[src/hw/rtl/hcbd_pkg.sv]
`default_nettype none

package hcbd_pkg;

  localparam int HCBD_SIZE_BITS  = 32;
  localparam int HCBD_FIFO_DEPTH = 4;

  localparam logic [7:0] CH_CR = 8'h0D;
  localparam logic [7:0] CH_LF = 8'h0A;

  typedef struct packed {
    logic [7:0] data;
    logic       last;
  } hcbd_item_t;

  typedef struct packed {
    logic full;
    logic empty;
  } hcbd_fifo_st_t;

endpackage

`default_nettype wire

[src/hw/rtl/hcbd_front.sv]
`default_nettype none

module hcbd_front
  import hcbd_pkg::*;
#(
  parameter int SIZE_BITS = HCBD_SIZE_BITS
) (
  input  wire logic       clk,
  input  wire logic       rst,
  input  wire logic       skip_header,
  input  wire logic       in_valid,
  input  wire logic [7:0] in_byte,
  input  wire logic       in_start,
  output logic            res_valid,
  output hcbd_item_t      res
);

  typedef enum logic [2:0] {
    PH_HEADER,
    PH_SIZE,
    PH_DATA,
    PH_TRAIL,
    PH_DONE
  } phase_t;

  phase_t                 phase, phase_next;
  logic [1:0]             header_match, header_match_next;
  logic [SIZE_BITS-1:0]   chunk_remaining, chunk_remaining_next;
  logic                   has_digit, has_digit_next;
  logic                   pending_cr, pending_cr_next;
  logic [1:0]             skip_left, skip_left_next;

  function automatic logic [3:0] hex_value(input logic [7:0] c);
    logic [3:0] v;
    v = 4'h0;
    if (c inside {[8'h30:8'h39]}) begin
      v = 4'(c - 8'h30);
    end else if (c inside {[8'h61:8'h66]}) begin
      v = 4'(c - 8'h57);
    end else if (c inside {[8'h41:8'h46]}) begin
      v = 4'(c - 8'h37);
    end
    return v;
  endfunction

  always_comb begin
    logic [7:0] expect_byte;
    phase_next           = phase;
    header_match_next    = header_match;
    chunk_remaining_next = chunk_remaining;
    has_digit_next       = has_digit;
    pending_cr_next      = pending_cr;
    skip_left_next       = skip_left;
    res_valid            = 1'b0;
    res.data             = 8'h00;
    res.last             = 1'b0;

    if (in_start) begin
      phase_next           = skip_header ? PH_HEADER : PH_SIZE;
      header_match_next    = 2'd0;
      chunk_remaining_next = '0;
      has_digit_next       = 1'b0;
      pending_cr_next      = 1'b0;
      skip_left_next       = 2'd0;
    end

    expect_byte = header_match_next[0] ? CH_LF : CH_CR;

    case (phase_next)
      PH_HEADER: begin
        if (in_byte == expect_byte) begin
          if (header_match_next == 2'd3) begin
            header_match_next = 2'd0;
            phase_next        = PH_SIZE;
          end else begin
            header_match_next = header_match_next + 2'd1;
          end
        end else begin
          header_match_next = (in_byte == CH_CR) ? 2'd1 : 2'd0;
        end
      end
      PH_SIZE: begin
        if (pending_cr_next && in_byte == CH_LF) begin
          pending_cr_next = 1'b0;
          if (has_digit_next) begin
            has_digit_next = 1'b0;
            if (chunk_remaining_next == '0) begin
              phase_next = PH_DONE;
              res_valid  = 1'b1;
              res.last   = 1'b1;
            end else begin
              phase_next = PH_DATA;
            end
          end
        end else begin
          if (pending_cr_next) begin
            // A CR without LF behind it is a character worth digit zero.
            chunk_remaining_next = {chunk_remaining_next[SIZE_BITS-5:0], 4'h0};
            has_digit_next       = 1'b1;
            pending_cr_next      = 1'b0;
          end
          if (in_byte == CH_CR) begin
            pending_cr_next = 1'b1;
          end else begin
            chunk_remaining_next = {chunk_remaining_next[SIZE_BITS-5:0],
                                    hex_value(in_byte)};
            has_digit_next       = 1'b1;
          end
        end
      end
      PH_DATA: begin
        res_valid            = 1'b1;
        res.data             = in_byte;
        chunk_remaining_next = chunk_remaining_next - SIZE_BITS'(1);
        if (chunk_remaining_next == '0) begin
          phase_next     = PH_TRAIL;
          skip_left_next = 2'd2;
        end
      end
      PH_TRAIL: begin
        if (skip_left_next != 2'd0) begin
          skip_left_next = skip_left_next - 2'd1;
        end
        if (skip_left_next == 2'd0) begin
          phase_next           = PH_SIZE;
          chunk_remaining_next = '0;
          has_digit_next       = 1'b0;
          pending_cr_next      = 1'b0;
        end
      end
      default: begin
      end
    endcase
  end

  always_ff @(posedge clk) begin
    if (rst) begin
      phase           <= PH_HEADER;
      header_match    <= 2'd0;
      chunk_remaining <= '0;
      has_digit       <= 1'b0;
      pending_cr      <= 1'b0;
      skip_left       <= 2'd0;
    end else if (in_valid) begin
      phase           <= phase_next;
      header_match    <= header_match_next;
      chunk_remaining <= chunk_remaining_next;
      has_digit       <= has_digit_next;
      pending_cr      <= pending_cr_next;
      skip_left       <= skip_left_next;
    end
  end

endmodule

`default_nettype wire

[src/hw/rtl/hcbd_fifo.sv]
`default_nettype none

module hcbd_fifo
  import hcbd_pkg::*;
(
  input  wire logic        clk,
  input  wire logic        rst,
  input  wire logic        push,
  input  wire hcbd_item_t  push_item,
  input  wire logic        pop,
  output hcbd_item_t       pop_item,
  output hcbd_fifo_st_t    st
);

  localparam int PtrW = $clog2(HCBD_FIFO_DEPTH);
  localparam int CntW = $clog2(HCBD_FIFO_DEPTH + 1);

  hcbd_item_t            slots [HCBD_FIFO_DEPTH];
  logic [PtrW-1:0]       wr_ptr;
  logic [PtrW-1:0]       rd_ptr;
  logic [CntW-1:0]       count;
  logic                  do_push;
  logic                  do_pop;

  assign st.full   = (count == CntW'(HCBD_FIFO_DEPTH));
  assign st.empty  = (count == '0);
  assign do_push   = push && !st.full;
  assign do_pop    = pop && !st.empty;
  assign pop_item  = slots[rd_ptr];

  always_ff @(posedge clk) begin
    if (do_push) begin
      slots[wr_ptr] <= push_item;
    end
  end

  always_ff @(posedge clk) begin
    if (rst) begin
      wr_ptr <= '0;
      rd_ptr <= '0;
      count  <= '0;
    end else begin
      if (do_push) begin
        wr_ptr <= (wr_ptr == PtrW'(HCBD_FIFO_DEPTH - 1)) ? '0 : wr_ptr + PtrW'(1);
      end
      if (do_pop) begin
        rd_ptr <= (rd_ptr == PtrW'(HCBD_FIFO_DEPTH - 1)) ? '0 : rd_ptr + PtrW'(1);
      end
      if (do_push && !do_pop) begin
        count <= count + CntW'(1);
      end else if (do_pop && !do_push) begin
        count <= count - CntW'(1);
      end
    end
  end

endmodule

`default_nettype wire

[src/hw/rtl/hcbd_out.sv]
`default_nettype none

module hcbd_out
  import hcbd_pkg::*;
(
  input  wire logic          clk,
  input  wire logic          rst,
  input  wire hcbd_fifo_st_t fifo_st,
  input  wire hcbd_item_t    fifo_item,
  output logic               pop,
  output logic               m_axis_tvalid,
  input  wire logic          m_axis_tready,
  output logic [7:0]         m_axis_tdata,
  output logic               m_axis_tlast
);

  assign pop = !fifo_st.empty && (!m_axis_tvalid || m_axis_tready);

  always_ff @(posedge clk) begin
    if (rst) begin
      m_axis_tvalid <= 1'b0;
    end else if (pop) begin
      m_axis_tvalid <= 1'b1;
    end else if (m_axis_tready) begin
      m_axis_tvalid <= 1'b0;
    end
  end

  always_ff @(posedge clk) begin
    if (pop) begin
      m_axis_tdata <= fifo_item.data;
      m_axis_tlast <= fifo_item.last;
    end
  end

endmodule

`default_nettype wire

[src/hw/rtl/http_chunked_body_decoder.sv]
// HTTP chunked body decoder.
// The input stream carries one received byte per item on s_axis_tdata, with
// s_axis_tuser set on the first byte of a new response to restart decoding.
// The output stream carries each payload byte on m_axis_tdata; the item that
// marks the zero-size chunk has m_axis_tlast set and a zero data byte.
// The skip_header register is written through cfg_we and cfg_data; when set,
// header bytes up to the first blank line are dropped before chunk parsing.
// A new value applies at the next restart byte.
// One input item is taken every clock cycle while s_axis_tready is high; the
// decode state is updated as each byte is accepted. A result item is written
// into a small queue at the edge that accepts its byte and moves into the
// output register once that register is empty or being read by the receiver.
// Results leave at up to one per cycle.
// When the receiver stalls, results collect in the queue; s_axis_tready
// drops only when the queue is full, and resumes as soon as an entry drains.
// Reset clears the queue and the output, sets skip_header to 1 and puts the
// decoder in header skipping.
`default_nettype none

module http_chunked_body_decoder
  import hcbd_pkg::*;
#(
  parameter int SIZE_BITS = HCBD_SIZE_BITS
) (
  input  wire logic       clk,
  input  wire logic       rst,
  input  wire logic       cfg_we,
  input  wire logic       cfg_data,        // skip_header
  input  wire logic       s_axis_tvalid,
  output logic            s_axis_tready,
  input  wire logic [7:0] s_axis_tdata,    // in_byte
  input  wire logic       s_axis_tuser,    // starts_message
  output logic            m_axis_tvalid,
  input  wire logic       m_axis_tready,
  output logic [7:0]      m_axis_tdata,    // out_byte
  output logic            m_axis_tlast
);

  logic          skip_header;
  logic          in_acc;
  logic          res_valid;
  hcbd_item_t    res;
  logic          push;
  logic          pop;
  hcbd_item_t    fifo_item;
  hcbd_fifo_st_t fifo_st;

  always_ff @(posedge clk) begin
    if (rst) begin
      skip_header <= 1'b1;
    end else if (cfg_we) begin
      skip_header <= cfg_data;
    end
  end

  assign s_axis_tready = !fifo_st.full;
  assign in_acc        = s_axis_tvalid && s_axis_tready;
  assign push          = in_acc && res_valid;

  hcbd_front #(
    .SIZE_BITS(SIZE_BITS)
  ) u_front (
    .clk        (clk),
    .rst        (rst),
    .skip_header(skip_header),
    .in_valid   (in_acc),
    .in_byte    (s_axis_tdata),
    .in_start   (s_axis_tuser),
    .res_valid  (res_valid),
    .res        (res)
  );

  hcbd_fifo u_fifo (
    .clk      (clk),
    .rst      (rst),
    .push     (push),
    .push_item(res),
    .pop      (pop),
    .pop_item (fifo_item),
    .st       (fifo_st)
  );

  hcbd_out u_out (
    .clk          (clk),
    .rst          (rst),
    .fifo_st      (fifo_st),
    .fifo_item    (fifo_item),
    .pop          (pop),
    .m_axis_tvalid(m_axis_tvalid),
    .m_axis_tready(m_axis_tready),
    .m_axis_tdata (m_axis_tdata),
    .m_axis_tlast (m_axis_tlast)
  );

  a_no_spurious_output: assert property (@(posedge clk) disable iff (rst)
    !push && fifo_st.empty && !m_axis_tvalid |=> !m_axis_tvalid)
    else $error("output became valid with nothing queued");

  a_result_reaches_output: assert property (@(posedge clk) disable iff (rst)
    push && fifo_st.empty && !m_axis_tvalid |=> !fifo_st.empty ##1 m_axis_tvalid)
    else $error("queued result did not reach the output register");

  a_end_has_zero_data: assert property (@(posedge clk) disable iff (rst)
    m_axis_tvalid && m_axis_tlast |-> m_axis_tdata == 8'h00)
    else $error("end item carries a nonzero byte");

endmodule

`default_nettype wire
[config.mk]
export PLATFORM = sky130hd
export DESIGN_NAME = http_chunked_body_decoder
export DESIGN_NICKNAME = d
export VERILOG_FILES = /design/src/hw/rtl/hcbd_pkg.sv /design/src/hw/rtl/hcbd_front.sv /design/src/hw/rtl/hcbd_fifo.sv /design/src/hw/rtl/hcbd_out.sv /design/src/hw/rtl/http_chunked_body_decoder.sv
export SDC_FILE = /design/constraint.sdc
export NUM_CORES = 1
export LEC_CHECK = 0
export BUFFER_PORTS_ARGS = -buffer_cell sky130_fd_sc_hd__buf_4
export CORE_AREA = 2 2 121 123
export CTS_CLUSTER_DIAMETER = 50
export DETAILED_ROUTE_END_ITERATION = 8
export DIE_AREA = 0 0 123 125
export PLACE_DENSITY = 0.67
export SLEW_MARGIN = 15
export SYNTH_ARGS = -nofsm -noshare
export SYNTH_HDL_FRONTEND = slang
export SYNTH_SLANG_ARGS = --single-unit
export TNS_END_PERCENT = 100
[constraint.sdc]
create_clock -name clk -period 4.9 [get_ports clk]
set_input_delay 0.49 -clock clk [delete_from_list [all_inputs] [get_ports clk]]
set_output_delay 0.49 -clock clk [all_outputs]
set_load 0.01 [all_outputs]
==> summary.txt, run 1 <==
Synthesis
  – Ys async rst share: 0%
  – Sequential fraction of the synthesis area: 37.73%
  – EDFF count, synth: 45
  – Unique masters post-synth: 78
  – Seq cells post-synth: 95
  – Synthesized cell area: 6235 um2
  – Mean Syn Cell Area: approximately 8.8 um2
  – Synthesized Nets: 735
  – Post-Synthesis Cells: around 710
  – Top FF cell, synth: dfxtp_1
  – Synth Warn #: 0

Power
  – Power per cell area: 334.8 nW/um2
  – Peak VDD IR: 170.8 uV
  – Leak Pwr: 2.215 nW
  – Total power: between 2 and 2.5 mW

Clock network
  – Post-CTS sizing: 0
  – CTS tree: built
  – Root buffer cell: clkbuf_16
  – CTS sink cnt: 95
  – Clk pin slew, worst setup/hold paths: 0.08 ns
  – Hold buffers post-CTS: 0
  – Clock buffer depth: 2
  – Post-CTS Setup Inserts: 0
  – CTS Buf Count: 9
  – Clk_lat worst skew: 0.36 ns
  – H-tree depth: 3

Die
  – DIE WIDTH: 123 um
  – Die Ht: 125 um
  – CORE AREA: 14200 um2
  – Die ar.: 15380 um2
  – Row count: 44
  – Initial Util: 43.90%
  – IO Count: 26

Place
  – Port buffer count: 25
  – Final HPWL DP: between 10 and 15 mm
  – Gpl congestion: 0.9610
  – Placed Cells: ~870
  – Post-placement cell area: 6505 um2
  – Setup WS pre-CTS: 0.9989 ns

STA
  – Pins Over Slew Limit: 0
  – Setup WS post-layout: about 1.1 ns
  – Fmax: 263.7 MHz
  – Final hold vios: 0
  – Tmin final: ~3.8 ns
  – Fin crit share: 77.40%
  – Final setup violation count: 0
  – Clk_skew: 0.008648 ns
  – Final setup TNS: 0 ns
  – Slew headroom: 28.68%
  – RSZ-0062 raised after global routing: false
  – Worst-Margin Slew: between 1 and 1.5 ns

Detailed routing
  – ANT nets after route: 0
  – Vias per cell: 6.635
  – DRC viols: 0
  – Initial DRC count: 776
  – Vias: 5859
  – Pre-antenna DRT Iters: 6
  – Routed WL: approximately 20 mm
  – Wire per inst: 22.65 um

Final layout
  – Non-Filler Instances: 883
  – Area delta synth->final: 9.251%
  – Ant. Diodes: 0
  – Seq. cell area: between 2000 and 2500 um2
  – Fraction of layout cells with a size suffix above 1: 12.73%
  – Final net count: 724
  – Design area: 6812 um2
  – Multi-input logic area: 3555 um2
  – Fill count: 1378

Global routing
  – First-pass GRT wire length: 31.64 mm
  – GRT Overall Usage: 26.68%
  – Largest net degree at the start of global routing: 52
  – Initial antenna violation count: 0
  – Number of global-route vias before repair: 5452
  – Grt total ovfl: 0

Flow run
  – Max_cap viols: 0

Worst setup path
  – Worst EP required: slightly above 5 ns
  – CP Cell Sequence: nor2_1 > or4b_2 > nor4_1 > o2111a_1 > o21a_1 > ha_1 > inv_1 > fa_1 > xor2_1 > or3_1 > a21oi_1
  – Crit-path slowest cell: or4b_2
  – Crit path capture type: register
  – Crit Path Category: reg2reg
  – CP max stage delay: approximately 0.64 ns
  – Worst EP arrival: 4.07 ns
  – CP Launch Type: register
  – Worst-path maximum fanout: 11
  – CP delay by family, top: simple AND/OR/NAND/NOR gates
  – WP buf/inv: 1

Worst hold path
  – Hold Crit Class: in2reg

Run status
  – Run status: finished clean
sequential cells by signal (all words and copies together), names as in the netlist:
register and flops:
u_out.m_axis_tdata 8, u_fifo.slots 36, u_fifo.count 3, u_out.m_axis_tvalid 1
u_front.header_match 2, u_out.m_axis_tlast 1, u_front.has_digit 1, u_front.pending_cr 1
skip_header 1, u_fifo.wr_ptr 2, u_front.chunk_remaining 32, u_front.skip_left 2
u_fifo.rd_ptr 2, u_front.phase 3
cells in the mapped netlist (all sizes together), types with 6 or more instances:
cell type / instances / area share, %
and2: 7 / 0.70
ha: 14 / 2.8
o21ai: 55 / 4.5
o221ai: 15 / 2.1
nor4: 21 / 3.6
nor2b: 12 / 1.2
a211oi: 6 / 0.72
buf: 14 / 1.3
nand4: 8 / 1.1
mux2i: 7 / 1.1
xor2: 10 / 1.4
a31oi: 9 / 0.90
nand2: 53 / 3.2
o22ai: 7 / 0.70
and3: 9 / 0.90
a22oi: 30 / 3.6
a21oi: 40 / 3.2
o21a: 8 / 0.96
clkbuf: 48 / 2.9
o2bb2ai: 10 / 1.4
or4: 10 / 1.3
nor2: 77 / 4.6
nand3: 17 / 1.4
nor3: 22 / 1.8
mux4: 9 / 3.3
dfxtp: 50 / 16
inv: 18 / 1.1
edfxtp: 45 / 22
metal layers:
layer	share of wire, %	GRT usage, %	vias to the layer above
met5	0	0	-
met4	2.4	8.289	0
met3	8.3	4.745	34
met2	45	40.23	304
met1	44	38.78	2850
li1	-	-	2671
cell type report:
type / instances / area share, %
sequential: 95 / 34.53
tap: 184 / 3.380
clock buffer: 9 / 3.306
timing repair buffer: 40 / 4.409
multi-input combinational: 530 / 52.19
inverter: 18 / 0.9919
clock inverter: 7 / 1.194
logic make-up after synthesis:
family	after synthesis	synth area share (%)
fa+ha+maj	15	3.131
flops	95	37.73
xor+xnor	12	1.686
simple gates	259	22.88
buf+inv	80	5.318
mux	18	4.736
compound gates	226	24.52
through the flow:
stage	utilization, %	hold slack (ns)
floorplan	-	0.4610
global route	47.96	0.3486
global placement	45.80	0.4547
finish	47.96	0.3334
detailed placement	45.80	0.4682
CTS	47.96	0.3320
final timing paths:
check | cells past startpoint | end | slack, ns | from
min reg2reg | 2 | u_out.m_axis_tvalid | 0.48 | u_out.m_axis_tvalid
min | 2 | skip_header | 0.33 | cfg_data
max reg2reg | 11 | u_fifo.count[2] | 1.11 | u_front.chunk_remaining[4]
max | 11 | u_fifo.count[2] | 1.11 | u_front.chunk_remaining[4]
power breakdown:
part / switching (mW) / leakage [nW] / internal, mW
clock network: 0.359 / 0.150 / 0.365
logic: 0.355 / 1.31 / 0.238
registers: 0.0771 / 0.758 / 0.886
total: 0.791 / 2.21 / 1.49
cells in the final DEF (no fill, tap or decap), types with 18 or more instances in the layout:
cell and count:
inv_1 18, edfxtp_1 45, a21oi_1 40, nor3_1 22, nand2_1 53, a22oi_1 30
buf_4 40, o21ai_0 47, dfxtp_1 50, nor2_1 77
Note: power is estimated with default switching activity, not from simulation.
==> inputs of run 2 (changes only) <==
- clock period: 4.9 -> 3.49 ns (I/O delays scaled with it)
==> run 2 against run 1 <==
Cell area rose by 4.4%. Largest cell class unchanged. Via count rose by 3.2%. First-iteration DRC count rose by 22%. Largest power group unchanged. Critical endpoint unchanged. Non-clock buffer count rose by 40. Setup slack got worse by 0.87 ns. Critical path type unchanged.
==> summary.txt, run 2 (synthesized netlist as in run 1, its figures left out) <==
Run status
  – Run status: finished clean (unchanged)

Detailed routing
  – Vias: 6044 (was 5859)
  – ANT nets after route: 0 (unchanged)
  – Routed WL: 20.20 mm (was 20.00 mm)
  – Pre-antenna DRT Iters: 6 (unchanged)
  – Vias per cell: 6.548 (was 6.635)
  – DRC viols: 0 (unchanged)
  – Initial DRC count: 947 (was 776)
  – Wire per inst: 21.88 um (was 22.65 um)

STA
  – Slew headroom: 28.38% (was 28.68%)
  – Fmax: 307.3 MHz (was 263.7 MHz)
  – Tmin final: 3.254 ns (was 3.792 ns)
  – RSZ-0062 raised after global routing: false (unchanged)
  – Clk_skew: 0.008037 ns (was 0.008648 ns)
  – Final setup violation count: 0 (unchanged)
  – Worst-Margin Slew: 1.047 ns (was 1.043 ns)
  – Pins Over Slew Limit: 0 (unchanged)
  – Final hold vios: 0 (unchanged)
  – Final setup TNS: 0 ns (unchanged)
  – Fin crit share: 93.24% (was 77.40%)

Final layout
  – Design area: 7113 um2 (was 6812 um2)
  – Fraction of layout cells with a size suffix above 1: 17.46% (was 12.73%)
  – Most frequent cells in the layout: 80 x buf_4, 77 x nor2_1, 53 x nand2_1 (was 77 x nor2_1, 53 x nand2_1, 50 x dfxtp_1)
  – Commonest non-fill, non-tap cell in the layout: buf_4 (was nor2_1)
  – Max reg flops: 36 (unchanged)
  – Final net count: 764 (was 724)
  – Most flop-heavy register: u_fifo.slots (unchanged)
  – Largest registers: u_fifo.slots: 36 flops, u_front.chunk_remaining: 32 flops, u_out.m_axis_tdata: 8 flops (unchanged)
  – Final Util: 50.08% (was 47.96%)
  – Area delta synth->final: 14.09% (was 9.251%)
  – Non-Filler Instances: 923 (was 883)
  – Ant. Diodes: 0 (unchanged)

Global routing
  – Largest net degree at the start of global routing: 52 (unchanged)
  – Grt total ovfl: 0 (unchanged)
  – GRT Overall Usage: 26.65% (was 26.68%)
  – Initial antenna violation count: 0 (unchanged)
  – First-pass GRT wire length: 31.84 mm (was 31.64 mm)
  – Number of global-route vias before repair: 5794 (was 5452)

Worst setup path
  – Crit Path Category: reg2reg (unchanged)
  – Worst-path maximum fanout: 3 (was 11)
  – CP Cell Sequence: nor2_1 > or4b_2 > nor4_1 > o2111a_1 > o21a_1 > ha_1 > inv_1 > fa_1 > xor2_1 > or3_1 > a21oi_1 (unchanged)
  – WP buf/inv: 1 (unchanged)
  – Crit path capture type: register (unchanged)
  – Worst EP required: 3.77 ns (was 5.18 ns)
  – CP max stage delay: 0.63 ns (was 0.64 ns)
  – CP delay by family, top: simple AND/OR/NAND/NOR gates (unchanged)
  – Crit-path slowest cell: or4b_2 (unchanged)
  – Worst EP arrival: 3.54 ns (was 4.07 ns)
  – CP Launch Type: register (unchanged)

Place
  – Final HPWL DP: 14.22 mm (was 13.79 mm)
  – Placed Cells: 907 (was 867)
  – Post-placement cell area: 6812 um2 (was 6505 um2)
  – Gpl congestion: 1.004 (was 0.9610)
  – Port buffer count: 25 (unchanged)

Clock network
  – Root buffer cell: clkbuf_16 (unchanged)
  – CTS sink cnt: 95 (unchanged)
  – Hold buffers post-CTS: 0 (unchanged)
  – H-tree depth: 3 (unchanged)
  – Post-CTS sizing: 0 (unchanged)
  – Clk_lat worst skew: 0.36 ns (about the same)
  – CTS Buf Count: 9 (unchanged)
  – Clock buffer depth: 2 (unchanged)
  – CTS tree: built (unchanged)
  – Post-CTS Setup Inserts: 0 (unchanged)
  – Clk pin slew, worst setup/hold paths: 0.07 ns (was 0.08 ns)

Die
  – Row count: 44 (unchanged)
  – CORE AREA: 14200 um2 (unchanged)
  – Die ar.: 15380 um2 (unchanged)
  – Die Ht: 125 um (unchanged)
  – Initial Util: 43.90% (unchanged)
  – DIE WIDTH: 123 um (unchanged)
  – IO Count: 26 (unchanged)

Power
  – Peak VDD IR: 266.3 uV (was 170.8 uV)
  – Power per cell area: 456.6 nW/um2 (was 334.8 nW/um2)
  – Leak Pwr: 2.419 nW (was 2.215 nW)

Worst hold path
  – Hold Crit Class: in2reg (unchanged)

Flow run
  – Max_cap viols: 0 (unchanged)
## run 2: changes by cell type in the layout (fill, tap and decap cells not counted), sizes merged
cell,previous run,this run
buf,40,80
clkinv,3,2
inv,22,23
## run 2: final timing paths
path	from	endpoint	slack (ns)	depth (start not counted)
max	u_front.chunk_remaining[4]	u_fifo.count[2]	0.24	11
min	cfg_data	skip_header	0.20	2
max reg2reg	u_front.chunk_remaining[4]	u_fifo.count[2]	0.24	11
min reg2reg	u_out.m_axis_tvalid	u_out.m_axis_tvalid	0.47	2
## run 2: through the flow
step	hold WS, ns	worst slack (ns)	power (mW)
5_1_grt	0.1956	0.04049	3.401
3_3_place_gp	0.4572	0.2836	2.225
4_1_cts	0.1939	0.2578	3.245
3_5_place_dp	0.4689	0.2367	2.241
6_report	0.1985	0.2361	3.248
2_1_floorplan	0.4610	0.01588	1.919
## run 2: layout make-up
cell class                 instances  area [um2]
clock buffer                       9       225.2
clock inverter                     7       76.32
fill                            1327        7091
inverter                          18       67.56
multi-input combinational        530        3561
sequential                        95        2352
tap                              184       230.2
timing repair buffer              80       600.6
## run 2: layer usage
| layer | GRT usage, % | share of wire, % |
|---|---|---|
| met2 | 40.30 | 45 |
| met1 | 37.81 | 42 |
| met4 | 8.690 | 2.4 |
| met3 | 5.794 | 9.9 |
| met5 | 0 | 0 |
## run 2: where the power goes
group          switching (mW)  internal (mW)
logic                   0.535          0.370
registers              0.0886           1.24
clock network           0.499          0.512
total                    1.12           2.13
